[src/pts_pkg.sv]
// ----------------------------------------------------------------------------
// pts_pkg: shared types and constants of the power test statistics unit
// Beat layouts of both channels, command, kind, phase and register codes,
// reset values, constants, and the shared divider's widths and beat types.
// ----------------------------------------------------------------------------
`default_nettype none

package pts_pkg;

  // Commands
  localparam logic [1:0] CMD_START    = 2'd0;
  localparam logic [1:0] CMD_PHASE    = 2'd1;
  localparam logic [1:0] CMD_SAMPLE   = 2'd2;
  localparam logic [1:0] CMD_FINALIZE = 2'd3;

  // Test kinds
  localparam logic [1:0] KIND_NONE     = 2'd0;
  localparam logic [1:0] KIND_RAMP     = 2'd1;
  localparam logic [1:0] KIND_LONG     = 2'd2;
  localparam logic [1:0] KIND_RECOVERY = 2'd3;

  // Phases
  localparam logic [2:0] PH_WARMUP  = 3'd0;
  localparam logic [2:0] PH_MAIN    = 3'd1;
  localparam logic [2:0] PH_COOL    = 3'd2;
  localparam logic [2:0] PH_LOAD    = 3'd3;
  localparam logic [2:0] PH_RECOVER = 3'd4;
  localparam logic [2:0] PH_IDLE    = 3'd5;

  // Configuration register indexes
  localparam int unsigned CFG_IDX_W  = 2;
  localparam int unsigned CFG_DATA_W = 16;
  localparam logic [CFG_IDX_W-1:0] CFG_MIN_GAP   = 2'd0;
  localparam logic [CFG_IDX_W-1:0] CFG_RAMP_PCT  = 2'd1;
  localparam logic [CFG_IDX_W-1:0] CFG_LONG_PCT  = 2'd2;
  localparam logic [CFG_IDX_W-1:0] CFG_FULL_DROP = 2'd3;

  // Register reset values
  localparam logic [15:0] GAP_RST      = 16'd900;
  localparam logic [6:0]  RAMP_PCT_RST = 7'd75;
  localparam logic [6:0]  LONG_PCT_RST = 7'd95;
  localparam logic [7:0]  DROP_RST     = 8'd40;

  // Arithmetic constants
  localparam logic [19:0] PCT_ROUND   = 20'd50;
  localparam logic [15:0] PCT_DIV     = 16'd100;
  localparam logic [3:0]  GRADE_STEPS = 4'd9;
  localparam logic [3:0]  GRADE_MAX   = 4'd10;
  localparam logic [15:0] MS_PER_S    = 16'd1000;
  localparam logic [11:0] WATTS_MAX   = 12'hFFF;

  // Shared divider
  localparam int unsigned DIV_NUM_W = 32;
  localparam int unsigned DIV_DEN_W = 16;

  typedef struct packed {
    logic                 start;
    logic [DIV_NUM_W-1:0] dividend;
    logic [DIV_DEN_W-1:0] divisor;
  } div_req_t;

  typedef struct packed {
    logic                 done;
    logic [DIV_NUM_W-1:0] quotient;
  } div_rsp_t;

  typedef struct packed {
    logic [1:0]  command;
    logic [1:0]  test_kind;
    logic [2:0]  phase_code;
    logic [11:0] power_watts;
    logic [7:0]  heart_rate;
    logic [31:0] now_ms;
  } in_item_t;

  typedef struct packed {
    logic [1:0]  result_kind;
    logic [11:0] peak_watts;
    logic [11:0] best_mean_watts;
    logic [11:0] main_avg_watts;
    logic [15:0] main_sample_count;
    logic [7:0]  hr_at_load;
    logic [7:0]  hr_at_recover;
    logic [11:0] ftp_proposal;
    logic [3:0]  recovery_grade;
    logic [22:0] duration_s;
  } out_item_t;

endpackage

`default_nettype wire

[src/power_test_statistics_unit.sv]
// ----------------------------------------------------------------------------
// power_test_statistics_unit: power test scoring
// Command-driven statistics for ramp, long and recovery tests:
// peak, sliding-window best mean, main-phase average, FTP proposal,
// recovery grade and duration, emitted as one result beat on finalize.
// ----------------------------------------------------------------------------
//  channel | ports                         | beat
//  --------+-------------------------------+----------------------------------
//  input   | in_valid, in_stall, in_data   | one command (in_item_t)
//  result  | out_valid, out_stall, out_data| one score on finalize (out_item_t)
//  config  | cfg_wr_en, cfg_index, cfg_wdata| one register write
//
//  Start, phase and dropped samples finish in S_IDLE; a kept sample passes
//  S_SMP_UPD and, when the window is full, one divider pass in S_WIN_WT.
//  Finalize makes up to four divider passes for a ramp test (fallback,
//  average, FTP, duration), three for a long test and two for recovery.
//  in_stall is high while an item is in work; the result register holds a
//  stalled result and the next item is taken meanwhile, but a following
//  finalize waits in S_OUT until that result is taken. Reset is
//  synchronous; the window memory needs no clearing (the fill count gates it).
// ----------------------------------------------------------------------------
`default_nettype none

module power_test_statistics_unit #(
  parameter int unsigned WINDOW = 60
) (
  input  wire logic                               clk,
  input  wire logic                               rst_n,
  input  wire logic                               in_valid,
  output logic                                    in_stall,
  input  wire pts_pkg::in_item_t                  in_data,
  output logic                                    out_valid,
  input  wire logic                               out_stall,
  output pts_pkg::out_item_t                      out_data,
  input  wire logic                               cfg_wr_en,
  input  wire logic [pts_pkg::CFG_IDX_W-1:0]      cfg_index,
  input  wire logic [pts_pkg::CFG_DATA_W-1:0]     cfg_wdata
);
  import pts_pkg::*;

  localparam int unsigned POS_W  = $clog2(WINDOW);
  localparam int unsigned FILL_W = $clog2(WINDOW + 1);
  localparam int unsigned TOT_W  = 12 + FILL_W;
  localparam logic [FILL_W-1:0]    WIN_FULL = FILL_W'(WINDOW);
  localparam logic [POS_W-1:0]     POS_LAST = POS_W'(WINDOW - 1);
  localparam logic [DIV_DEN_W-1:0] WIN_DIV  = DIV_DEN_W'(WINDOW);

  typedef enum logic [14:0] {
    S_IDLE    = 15'b000000000000001,
    S_SMP_UPD = 15'b000000000000010,
    S_WIN_WT  = 15'b000000000000100,
    S_FB_GO   = 15'b000000000001000,
    S_FB_WT   = 15'b000000000010000,
    S_AVG_GO  = 15'b000000000100000,
    S_AVG_WT  = 15'b000000001000000,
    S_FTP_GO  = 15'b000000010000000,
    S_FTP_WT  = 15'b000000100000000,
    S_GRD_GO  = 15'b000001000000000,
    S_GRD_WT  = 15'b000010000000000,
    S_DUR_GO  = 15'b000100000000000,
    S_DUR_WT  = 15'b001000000000000,
    S_OUT     = 15'b010000000000000,
    S_SPARE   = 15'b100000000000000
  } st_t;

  // configuration
  logic [15:0] gap_r;
  logic [6:0]  ramp_pct_r;
  logic [6:0]  long_pct_r;
  logic [7:0]  drop_r;

  // sequencer and test state
  st_t               st_r, st_nxt;
  in_item_t          in_r;
  logic [1:0]        kind_r, kind_nxt;
  logic [2:0]        phase_r, phase_nxt;
  logic [31:0]       start_r, start_nxt;
  logic [31:0]       last_r, last_nxt;
  logic [POS_W-1:0]  pos_r, pos_nxt;
  logic [FILL_W-1:0] fill_r, fill_nxt;
  logic [TOT_W-1:0]  total_r, total_nxt;
  logic [11:0]       best_r, best_nxt;
  logic [31:0]       mtot_r, mtot_nxt;
  logic [15:0]       mcnt_r, mcnt_nxt;
  logic [11:0]       peak_r, peak_nxt;
  logic [7:0]        hr_first_r, hr_first_nxt;
  logic [7:0]        hr_last_r, hr_last_nxt;
  logic              armed_r, armed_nxt;
  logic [11:0]       mean_r, mean_nxt;
  logic [11:0]       avg_r, avg_nxt;
  logic [11:0]       ftp_r, ftp_nxt;
  logic [3:0]        grade_r, grade_nxt;
  logic [22:0]       dur_r, dur_nxt;
  logic              out_valid_r, out_valid_nxt;
  out_item_t         out_r, out_nxt;

  logic [11:0] win_mem [WINDOW];
  logic [11:0] rd_r;

  div_req_t div_req;
  div_rsp_t div_rsp;

  logic        acc;
  logic [2:0]  ph_map;
  logic        gap_ok;
  logic [32:0] msum;
  logic [TOT_W-1:0] tot_upd;
  logic [FILL_W-1:0] fill_upd;
  logic [11:0] ftp_val;
  logic [6:0]  ftp_pct;
  logic [18:0] ftp_prod;
  logic [7:0]  hr_drop;
  logic        grade_ok;

  assign acc       = in_valid && !in_stall;
  assign in_stall  = (st_r != S_IDLE);
  assign out_valid = out_valid_r;
  assign out_data  = out_r;

  pts_div u_div (
    .clk   (clk),
    .rst_n (rst_n),
    .req   (div_req),
    .rsp   (div_rsp)
  );

  // phase a command maps to for the running test kind
  always_comb begin
    if (kind_r == KIND_RAMP) begin
      ph_map = PH_MAIN;
    end else if (kind_r == KIND_LONG) begin
      ph_map = (in_data.phase_code <= PH_COOL) ? in_data.phase_code : PH_WARMUP;
    end else begin
      ph_map = (in_data.phase_code == PH_RECOVER) ? PH_RECOVER : PH_LOAD;
    end
  end

  assign gap_ok   = (last_r == '0) || ((in_data.now_ms - last_r) >= {16'd0, gap_r});
  assign msum     = {1'b0, mtot_r} + 33'(in_data.power_watts);
  assign tot_upd  = ((fill_r == WIN_FULL) ? (total_r - TOT_W'(rd_r)) : total_r)
                    + TOT_W'(in_r.power_watts);
  assign fill_upd = (fill_r == WIN_FULL) ? fill_r : fill_r + 1'b1;
  assign ftp_val  = (kind_r == KIND_RAMP) ? ((best_r != '0) ? best_r : peak_r)
                    : ((kind_r == KIND_LONG) ? avg_r : 12'd0);
  assign ftp_pct  = (kind_r == KIND_RAMP) ? ramp_pct_r : long_pct_r;
  assign ftp_prod = 19'(ftp_val) * 19'(ftp_pct);
  assign hr_drop  = hr_first_r - hr_last_r;
  assign grade_ok = (kind_r == KIND_RECOVERY) && (hr_first_r != '0) &&
                    (hr_last_r != '0) && (hr_first_r >= hr_last_r);

  always_comb begin
    st_nxt        = st_r;
    kind_nxt      = kind_r;
    phase_nxt     = phase_r;
    start_nxt     = start_r;
    last_nxt      = last_r;
    pos_nxt       = pos_r;
    fill_nxt      = fill_r;
    total_nxt     = total_r;
    best_nxt      = best_r;
    mtot_nxt      = mtot_r;
    mcnt_nxt      = mcnt_r;
    peak_nxt      = peak_r;
    hr_first_nxt  = hr_first_r;
    hr_last_nxt   = hr_last_r;
    armed_nxt     = armed_r;
    mean_nxt      = mean_r;
    avg_nxt       = avg_r;
    ftp_nxt       = ftp_r;
    grade_nxt     = grade_r;
    dur_nxt       = dur_r;
    out_nxt       = out_r;
    out_valid_nxt = out_valid_r;
    div_req       = '0;

    if (out_valid_r && !out_stall) begin
      out_valid_nxt = 1'b0;
    end

    unique case (st_r)
      S_IDLE: begin
        if (acc) begin
          if (in_data.command == CMD_START) begin
            kind_nxt     = KIND_NONE;
            phase_nxt    = PH_IDLE;
            start_nxt    = '0;
            last_nxt     = '0;
            pos_nxt      = '0;
            fill_nxt     = '0;
            total_nxt    = '0;
            best_nxt     = '0;
            mtot_nxt     = '0;
            mcnt_nxt     = '0;
            peak_nxt     = '0;
            hr_first_nxt = '0;
            hr_last_nxt  = '0;
            armed_nxt    = 1'b0;
            if (in_data.test_kind != KIND_NONE) begin
              kind_nxt  = in_data.test_kind;
              start_nxt = in_data.now_ms;
              last_nxt  = in_data.now_ms;
            end
          end else if (kind_r != KIND_NONE) begin
            unique case (in_data.command)
              CMD_PHASE: begin
                if (kind_r == KIND_RECOVERY && ph_map == PH_RECOVER &&
                    phase_r != PH_RECOVER) begin
                  armed_nxt    = 1'b1;
                  hr_first_nxt = '0;
                  hr_last_nxt  = '0;
                end
                phase_nxt = ph_map;
              end
              CMD_SAMPLE: begin
                if (kind_r == KIND_RECOVERY && phase_r == PH_RECOVER &&
                    in_data.heart_rate != '0) begin
                  if (armed_r && hr_first_r == '0) hr_first_nxt = in_data.heart_rate;
                  hr_last_nxt = in_data.heart_rate;
                end
                if (gap_ok) begin
                  last_nxt = in_data.now_ms;
                  if (in_data.power_watts > peak_r) peak_nxt = in_data.power_watts;
                  if (phase_r == PH_MAIN) begin
                    mtot_nxt = msum[32] ? 32'hFFFF_FFFF : msum[31:0];
                    if (mcnt_r != 16'hFFFF) mcnt_nxt = mcnt_r + 1'b1;
                  end
                  // old entry at pos is read at this edge
                  st_nxt = S_SMP_UPD;
                end
              end
              CMD_FINALIZE: begin
                avg_nxt   = '0;
                ftp_nxt   = '0;
                grade_nxt = '0;
                dur_nxt   = '0;
                st_nxt    = S_FB_GO;
              end
              default: begin
              end
            endcase
          end
        end
      end

      S_SMP_UPD: begin
        total_nxt = tot_upd;
        fill_nxt  = fill_upd;
        pos_nxt   = (pos_r == POS_LAST) ? '0 : pos_r + 1'b1;
        if (fill_upd == WIN_FULL) begin
          div_req.start    = 1'b1;
          div_req.dividend = DIV_NUM_W'(tot_upd);
          div_req.divisor  = WIN_DIV;
          st_nxt           = S_WIN_WT;
        end else begin
          st_nxt = S_IDLE;
        end
      end

      S_WIN_WT: begin
        if (div_rsp.done) begin
          if (div_rsp.quotient[11:0] > best_r) best_nxt = div_rsp.quotient[11:0];
          st_nxt = S_IDLE;
        end
      end

      S_FB_GO: begin
        // ramp without a full window falls back to the partial mean
        if (kind_r == KIND_RAMP && best_r == '0 && fill_r != '0) begin
          div_req.start    = 1'b1;
          div_req.dividend = DIV_NUM_W'(total_r);
          div_req.divisor  = DIV_DEN_W'(fill_r);
          st_nxt           = S_FB_WT;
        end else begin
          st_nxt = S_AVG_GO;
        end
      end

      S_FB_WT: begin
        if (div_rsp.done) begin
          best_nxt = div_rsp.quotient[11:0];
          st_nxt   = S_AVG_GO;
        end
      end

      S_AVG_GO: begin
        if (mcnt_r != '0) begin
          div_req.start    = 1'b1;
          div_req.dividend = mtot_r;
          div_req.divisor  = mcnt_r;
          st_nxt           = S_AVG_WT;
        end else begin
          st_nxt = S_FTP_GO;
        end
      end

      S_AVG_WT: begin
        if (div_rsp.done) begin
          avg_nxt = (div_rsp.quotient > DIV_NUM_W'(WATTS_MAX)) ? WATTS_MAX
                                                               : div_rsp.quotient[11:0];
          st_nxt  = S_FTP_GO;
        end
      end

      S_FTP_GO: begin
        mean_nxt = (kind_r == KIND_RAMP && best_r == '0) ? peak_r : best_r;
        if (ftp_val != '0) begin
          div_req.start    = 1'b1;
          div_req.dividend = DIV_NUM_W'(20'(ftp_prod) + PCT_ROUND);
          div_req.divisor  = PCT_DIV;
          st_nxt           = S_FTP_WT;
        end else begin
          st_nxt = S_GRD_GO;
        end
      end

      S_FTP_WT: begin
        if (div_rsp.done) begin
          ftp_nxt = (div_rsp.quotient > DIV_NUM_W'(WATTS_MAX)) ? WATTS_MAX
                                                               : div_rsp.quotient[11:0];
          st_nxt  = S_GRD_GO;
        end
      end

      S_GRD_GO: begin
        if (grade_ok && drop_r == '0) begin
          grade_nxt = GRADE_MAX;
          st_nxt    = S_DUR_GO;
        end else if (grade_ok) begin
          div_req.start    = 1'b1;
          div_req.dividend = DIV_NUM_W'(hr_drop) * DIV_NUM_W'(GRADE_STEPS);
          div_req.divisor  = DIV_DEN_W'(drop_r);
          st_nxt           = S_GRD_WT;
        end else begin
          st_nxt = S_DUR_GO;
        end
      end

      S_GRD_WT: begin
        if (div_rsp.done) begin
          grade_nxt = (div_rsp.quotient >= DIV_NUM_W'(GRADE_STEPS)) ? GRADE_MAX
                      : div_rsp.quotient[3:0] + 1'b1;
          st_nxt    = S_DUR_GO;
        end
      end

      S_DUR_GO: begin
        if (start_r != '0) begin
          div_req.start    = 1'b1;
          div_req.dividend = in_r.now_ms - start_r;
          div_req.divisor  = MS_PER_S;
          st_nxt           = S_DUR_WT;
        end else begin
          st_nxt = S_OUT;
        end
      end

      S_DUR_WT: begin
        if (div_rsp.done) begin
          dur_nxt = div_rsp.quotient[22:0];
          st_nxt  = S_OUT;
        end
      end

      S_OUT: begin
        // hold until the result register is free
        if (!out_valid_r || !out_stall) begin
          out_nxt.result_kind       = kind_r;
          out_nxt.peak_watts        = peak_r;
          out_nxt.best_mean_watts   = mean_r;
          out_nxt.main_avg_watts    = avg_r;
          out_nxt.main_sample_count = mcnt_r;
          out_nxt.hr_at_load        = hr_first_r;
          out_nxt.hr_at_recover     = hr_last_r;
          out_nxt.ftp_proposal      = ftp_r;
          out_nxt.recovery_grade    = grade_r;
          out_nxt.duration_s        = dur_r;
          out_valid_nxt             = 1'b1;
          kind_nxt                  = KIND_NONE;
          phase_nxt                 = PH_IDLE;
          st_nxt                    = S_IDLE;
        end
      end

      default: begin
        st_nxt = S_IDLE;
      end
    endcase
  end

  always_ff @(posedge clk) begin
    if (!rst_n) begin
      gap_r      <= GAP_RST;
      ramp_pct_r <= RAMP_PCT_RST;
      long_pct_r <= LONG_PCT_RST;
      drop_r     <= DROP_RST;
    end else if (cfg_wr_en) begin
      unique case (cfg_index)
        CFG_MIN_GAP:   gap_r      <= cfg_wdata;
        CFG_RAMP_PCT:  ramp_pct_r <= cfg_wdata[6:0];
        CFG_LONG_PCT:  long_pct_r <= cfg_wdata[6:0];
        CFG_FULL_DROP: drop_r     <= cfg_wdata[7:0];
        default: begin
        end
      endcase
    end
  end

  always_ff @(posedge clk) begin
    if (!rst_n) begin
      st_r        <= S_IDLE;
      kind_r      <= KIND_NONE;
      phase_r     <= PH_IDLE;
      start_r     <= '0;
      last_r      <= '0;
      pos_r       <= '0;
      fill_r      <= '0;
      total_r     <= '0;
      best_r      <= '0;
      mtot_r      <= '0;
      mcnt_r      <= '0;
      peak_r      <= '0;
      hr_first_r  <= '0;
      hr_last_r   <= '0;
      armed_r     <= 1'b0;
      out_valid_r <= 1'b0;
    end else begin
      st_r        <= st_nxt;
      kind_r      <= kind_nxt;
      phase_r     <= phase_nxt;
      start_r     <= start_nxt;
      last_r      <= last_nxt;
      pos_r       <= pos_nxt;
      fill_r      <= fill_nxt;
      total_r     <= total_nxt;
      best_r      <= best_nxt;
      mtot_r      <= mtot_nxt;
      mcnt_r      <= mcnt_nxt;
      peak_r      <= peak_nxt;
      hr_first_r  <= hr_first_nxt;
      hr_last_r   <= hr_last_nxt;
      armed_r     <= armed_nxt;
      out_valid_r <= out_valid_nxt;
    end
    if (acc) in_r <= in_data;
    mean_r  <= mean_nxt;
    avg_r   <= avg_nxt;
    ftp_r   <= ftp_nxt;
    grade_r <= grade_nxt;
    dur_r   <= dur_nxt;
    out_r   <= out_nxt;
  end

  // window memory, registered read
  always_ff @(posedge clk) begin
    if (st_r == S_SMP_UPD) win_mem[pos_r] <= in_r.power_watts;
    rd_r <= win_mem[pos_r];
  end

  a_fill_range: assert property (@(posedge clk) disable iff (!rst_n)
    fill_r <= WIN_FULL && pos_r <= POS_LAST) else $error("window index out of range");

  a_out_kind: assert property (@(posedge clk) disable iff (!rst_n)
    out_valid_r |-> out_r.result_kind != KIND_NONE && out_r.recovery_grade <= GRADE_MAX)
    else $error("bad result beat");

  a_out_clears_test: assert property (@(posedge clk) disable iff (!rst_n)
    (st_r == S_OUT && st_nxt == S_IDLE) |=> kind_r == KIND_NONE && out_valid_r)
    else $error("finalize did not close the test");

  a_div_only_busy: assert property (@(posedge clk) disable iff (!rst_n)
    div_rsp.done |-> st_r != S_IDLE) else $error("divider result while idle");

endmodule

`default_nettype wire

[src/pts_div.sv]
// ----------------------------------------------------------------------------
// pts_div: shared restoring divider
// Unsigned 32 by 16 bit division, one quotient bit per cycle. The result
// shows with a one-cycle done pulse after the last quotient bit.
// ----------------------------------------------------------------------------
`default_nettype none

module pts_div (
  input  wire logic              clk,
  input  wire logic              rst_n,
  input  wire pts_pkg::div_req_t req,
  output pts_pkg::div_rsp_t      rsp
);
  import pts_pkg::*;

  localparam int unsigned CNT_W = $clog2(DIV_NUM_W);

  logic                 busy_r, busy_nxt;
  logic                 done_r, done_nxt;
  logic [CNT_W-1:0]     cnt_r, cnt_nxt;
  logic [DIV_NUM_W-1:0] quo_r, quo_nxt;
  logic [DIV_DEN_W-1:0] rem_r, rem_nxt;
  logic [DIV_DEN_W-1:0] den_r, den_nxt;
  logic [DIV_DEN_W:0]   trial;
  logic [DIV_DEN_W:0]   diff;
  logic                 fits;

  assign trial = {rem_r, quo_r[DIV_NUM_W-1]};
  assign diff  = trial - {1'b0, den_r};
  assign fits  = (trial >= {1'b0, den_r});

  always_comb begin
    busy_nxt = busy_r;
    done_nxt = 1'b0;
    cnt_nxt  = cnt_r;
    quo_nxt  = quo_r;
    rem_nxt  = rem_r;
    den_nxt  = den_r;
    if (req.start) begin
      busy_nxt = 1'b1;
      cnt_nxt  = CNT_W'(DIV_NUM_W - 1);
      quo_nxt  = req.dividend;
      rem_nxt  = '0;
      den_nxt  = req.divisor;
    end else if (busy_r) begin
      // shift in the next dividend bit, subtract when it fits
      quo_nxt = {quo_r[DIV_NUM_W-2:0], fits};
      rem_nxt = fits ? diff[DIV_DEN_W-1:0] : trial[DIV_DEN_W-1:0];
      cnt_nxt = cnt_r - 1'b1;
      if (cnt_r == '0) begin
        busy_nxt = 1'b0;
        done_nxt = 1'b1;
      end
    end
  end

  always_ff @(posedge clk) begin
    if (!rst_n) begin
      busy_r <= 1'b0;
      done_r <= 1'b0;
      cnt_r  <= '0;
    end else begin
      busy_r <= busy_nxt;
      done_r <= done_nxt;
      cnt_r  <= cnt_nxt;
    end
    quo_r <= quo_nxt;
    rem_r <= rem_nxt;
    den_r <= den_nxt;
  end

  assign rsp.done     = done_r;
  assign rsp.quotient = quo_r;

  a_no_start_busy: assert property (@(posedge clk) disable iff (!rst_n)
    req.start |-> !busy_r) else $error("divider started while busy");

  a_start_busy: assert property (@(posedge clk) disable iff (!rst_n)
    req.start |=> busy_r && !done_r) else $error("divider did not start");

  a_done_idle: assert property (@(posedge clk) disable iff (!rst_n)
    done_r |-> !busy_r && $past(busy_r)) else $error("done without a run");

endmodule

`default_nettype wire

[config.mk]
export PLATFORM = sky130hd
export DESIGN_NAME = power_test_statistics_unit
export DESIGN_NICKNAME = d
export VERILOG_FILES = /design/src/pts_pkg.sv /design/src/power_test_statistics_unit.sv /design/src/pts_div.sv
export SDC_FILE = /design/constraint.sdc
export NUM_CORES = 2
export LEC_CHECK = 0
export BUFFER_PORTS_ARGS = -buffer_cell sky130_fd_sc_hd__buf_2
export CORE_MARGIN = 4
export CORE_UTILIZATION = 33
export DETAILED_ROUTE_END_ITERATION = 16
export SLEW_MARGIN = 10
export SYNTH_ARGS = -nofsm -noshare
export SYNTH_HDL_FRONTEND = slang
export SYNTH_HIERARCHICAL = 1
export SYNTH_SLANG_ARGS = --single-unit
[constraint.sdc]
create_clock -name clk -period 19.6 [get_ports clk]
set_clock_uncertainty 0.05 [all_clocks]
set_input_delay 1.96 -clock clk [delete_from_list [all_inputs] [get_ports clk]]
set_output_delay 1.96 -clock clk [all_outputs]
set_load 0.1 [all_outputs]
==> impl_metrics.json <==
{
  "worstSetupPathType": "reg2reg",
  "required_ns": 20.08,
  "port_buffers": 192,
  "post-place-ws_ns": 12.19,
  "synth_compound_area_share_pct": 14.94,
  "slowest_delay_ns": 0.70,
  "slew_headroom_pct": 9.515,
  "fmax_ghz": 0.1329,
  "clk_pin_slew_worst_paths_ns": 0.06,
  "drt-pass1-iter-count": 6,
  "grt_setup_unrepaired": "no",
  "slew_violations": 0,
  "postRouteAntennaNets": 0,
  "max-cap-violations": 0,
  "finalNonFillerCells": 7712,
  "tightest_slew_ns": 1.345,
  "cts_tree": "yes",
  "critPathMostFrequentCell": "inv_1",
  "dpl_cell_area_um2": 63750,
  "avgSynthCellArea_um2": 11.85,
  "synth.top_cells.by_area": "edfxtp_1 50%, dfxtp_1 9.3%, ha_1 4.7%, nand2_1 2.6%, a22oi_1 2.2%",
  "finalInstanceArea_um2": 68130,
  "clock_tree.buffer_depth": 3,
  "end_kind": "flip-flop",
  "htree_levels": 4,
  "synth-seq-cells": 1260,
  "multi_input_area_um2": 22650,
  "yosysTopAreaCell": "edfxtp_1",
  "yosys-top-cells-count": "984 x edfxtp_1, 417 x nand2_1, 338 x nor2_1",
  "grt_start_max_net_pins": 82,
  "tns_ns": 0,
  "synth-xor-area-share_pct": 1.893,
  "status": "finished clean",
  "vias_per_cell": 5.496,
  "hold_viol_final": 0,
  "die-area_um2": 187700,
  "path_max_fanout": 23,
  "grt_pass1_vias": 41150,
  "cts_resized": 0,
  "grt_pass1_wl_um": 272600,
  "drtIter0Drc": 4041,
  "critPathSlowestCell": "nand2_1",
  "start_util_pct": 33.30,
  "crit_arrival_ns": 8.00,
  "synth-simple-area-share_pct": 11.94,
  "irDropWorstVdd_mv": 0.07148,
  "final-setup-viol-count": 0,
  "die_w_um": 433.3,
  "gp_congestion": 0.9034,
  "coreArea_um2": 179200,
  "drive_above_1_share_pct": 12.77,
  "synth.top_cell.area_share_pct": 49.51,
  "cts-root-buf": "clkbuf_16",
  "antenna_found_initial": 13,
  "syn_inst": 5035,
  "power.leakage_uw": 0.02375,
  "wl_met3_um": 12900,
  "powerDensity_nw_per_um2": 95.82,
  "die_h_um": 433.3,
  "synth_edf_count": 984,
  "hold_class": "reg2reg",
  "grt_usage_pct": 19.23,
  "wl_um": 184800,
  "synthFlopType": "edfxtp_1",
  "synth_warnings": 6,
  "dp_cells": 7459,
  "synth_top_family_by_area": "compound AO/OA/AOI/OAI gates",
  "syn_nets": 5404,
  "vias": 42380,
  "overflow": 0,
  "wire_per_inst_um": 23.96,
  "cts_buffers": 137,
  "layout_min_cycle_time_ns": 7.527,
  "worstSetupStartpointType": "flip-flop",
  "dr_wl_met2_um": 87840,
  "cts_hold_buf": 0,
  "min_period_over_period_pct": 38.40,
  "cts_sinks": 1260,
  "synthArstFlopShare_pct": 0,
  "core.rowCount": 155,
  "setup_ws_ns": 12.07,
  "yosysSeqAreaShare_pct": 58.77,
  "io_pins": 193,
  "yosysUniqueCellTypes": 104,
  "cts_setup_buffers": 0,
  "nets": 5612,
  "whs_ns": 0.3636,
  "area_growth_pct": 14.16,
  "highest_layer": "met5",
  "yosysMostFrequentCell": "edfxtp_1",
  "n_fill_cell": 17230,
  "dp_hpwl_um": 124000,
  "regArea_um2": 35070,
  "drc": 0,
  "clk_latency_ns": 0.80,
  "yosys-mux-area-fraction_pct": 2.182,
  "wl_met1_um": 77040,
  "synthAdderAreaFrac_pct": 6.801,
  "synth.cell_area_um2": 59680
}
## cell families after synthesis
logic type,count (synthesis)
buffers and inverters,535
and+or+nand+nor,1462
adders and majority gates,288
muxes,106
DFF,1260
xor gates and xnor gates,129
AOI/OAI and AO/OA,1255
## layout by cell type, fill, tap and decap left out, drive strengths merged, types with 129 or more instances in the layout
master    n
edfxtp  984
nand2   417
nor2    339
buf     335
inv     279
dfxtp   276
ha      226
a21oi   199
nand3   192
clkbuf  174
a22oi   172
o21ai   144
a31oi   129
## critical path: cells and delay by family (launching register included)
kind                       cells  cell delay, ns
adders and majority gates      5            2.44
AOI/OAI and AO/OA              8            2.19
and+or+nand+nor                5            1.37
DFF                            1            0.43
buffers and inverters          5            0.32
muxes                          1            0.29
xor gates and xnor gates       1            0.16
## final timing paths
check | from | to | slack, ns | depth (start not counted)
max reg2reg | kind_r[1] | u_div/quo_r[19] | 12.07 | 25
min | dur_r[9] | out_data[9] | 0.36 | 0
max | kind_r[1] | u_div/quo_r[19] | 12.07 | 25
min reg2reg | dur_r[9] | out_data[9] | 0.36 | 0
## stage by stage
stage	total power, µW	util, %
after detailed placement	4043	35.58
after global placement	4031	35.58
after floorplan	3710	-
after global routing	6788	38.01
final	6529	38.02
after CTS	6581	38.01
## layout make-up
cell class              count  share of cell area (%)
flip-flops and latches   1260                   51.48
multi-input cells        3240                   33.25
clock inverters            71                   1.027
diodes                      8                 0.02938
well taps                2355                   4.325
inverters                 269                   1.486
clock buffers             174                   5.372
repair buffers            335                   3.032
## layer usage
metal | vias to the layer above | track usage (%)
li1 | 19460 | -
met1 | 21030 | 25.22
met2 | 1561 | 31.55
met3 | 330 | 3.529
met4 | 4 | 7.531
met5 | - | 0
## sequential cells by signal, summed over array words and instances, names as in the netlist, 18 cells and up
signal and cells:
start_r 32, out_data 109, total_r 18, mtot_r 32, u_div/quo_r 32, last_r 32
in_r 44, win_mem 720, dur_r 23
## where the power goes
part	switching [µW]	total (µW)	leakage [µW]	internal [µW]
combinational	637	938	0.0106	301
sequential	43.1	3060	0.0110	3010
clock	1100	2530	0.00210	1430
No activity file was read; power rests on OpenSTA's default activity.
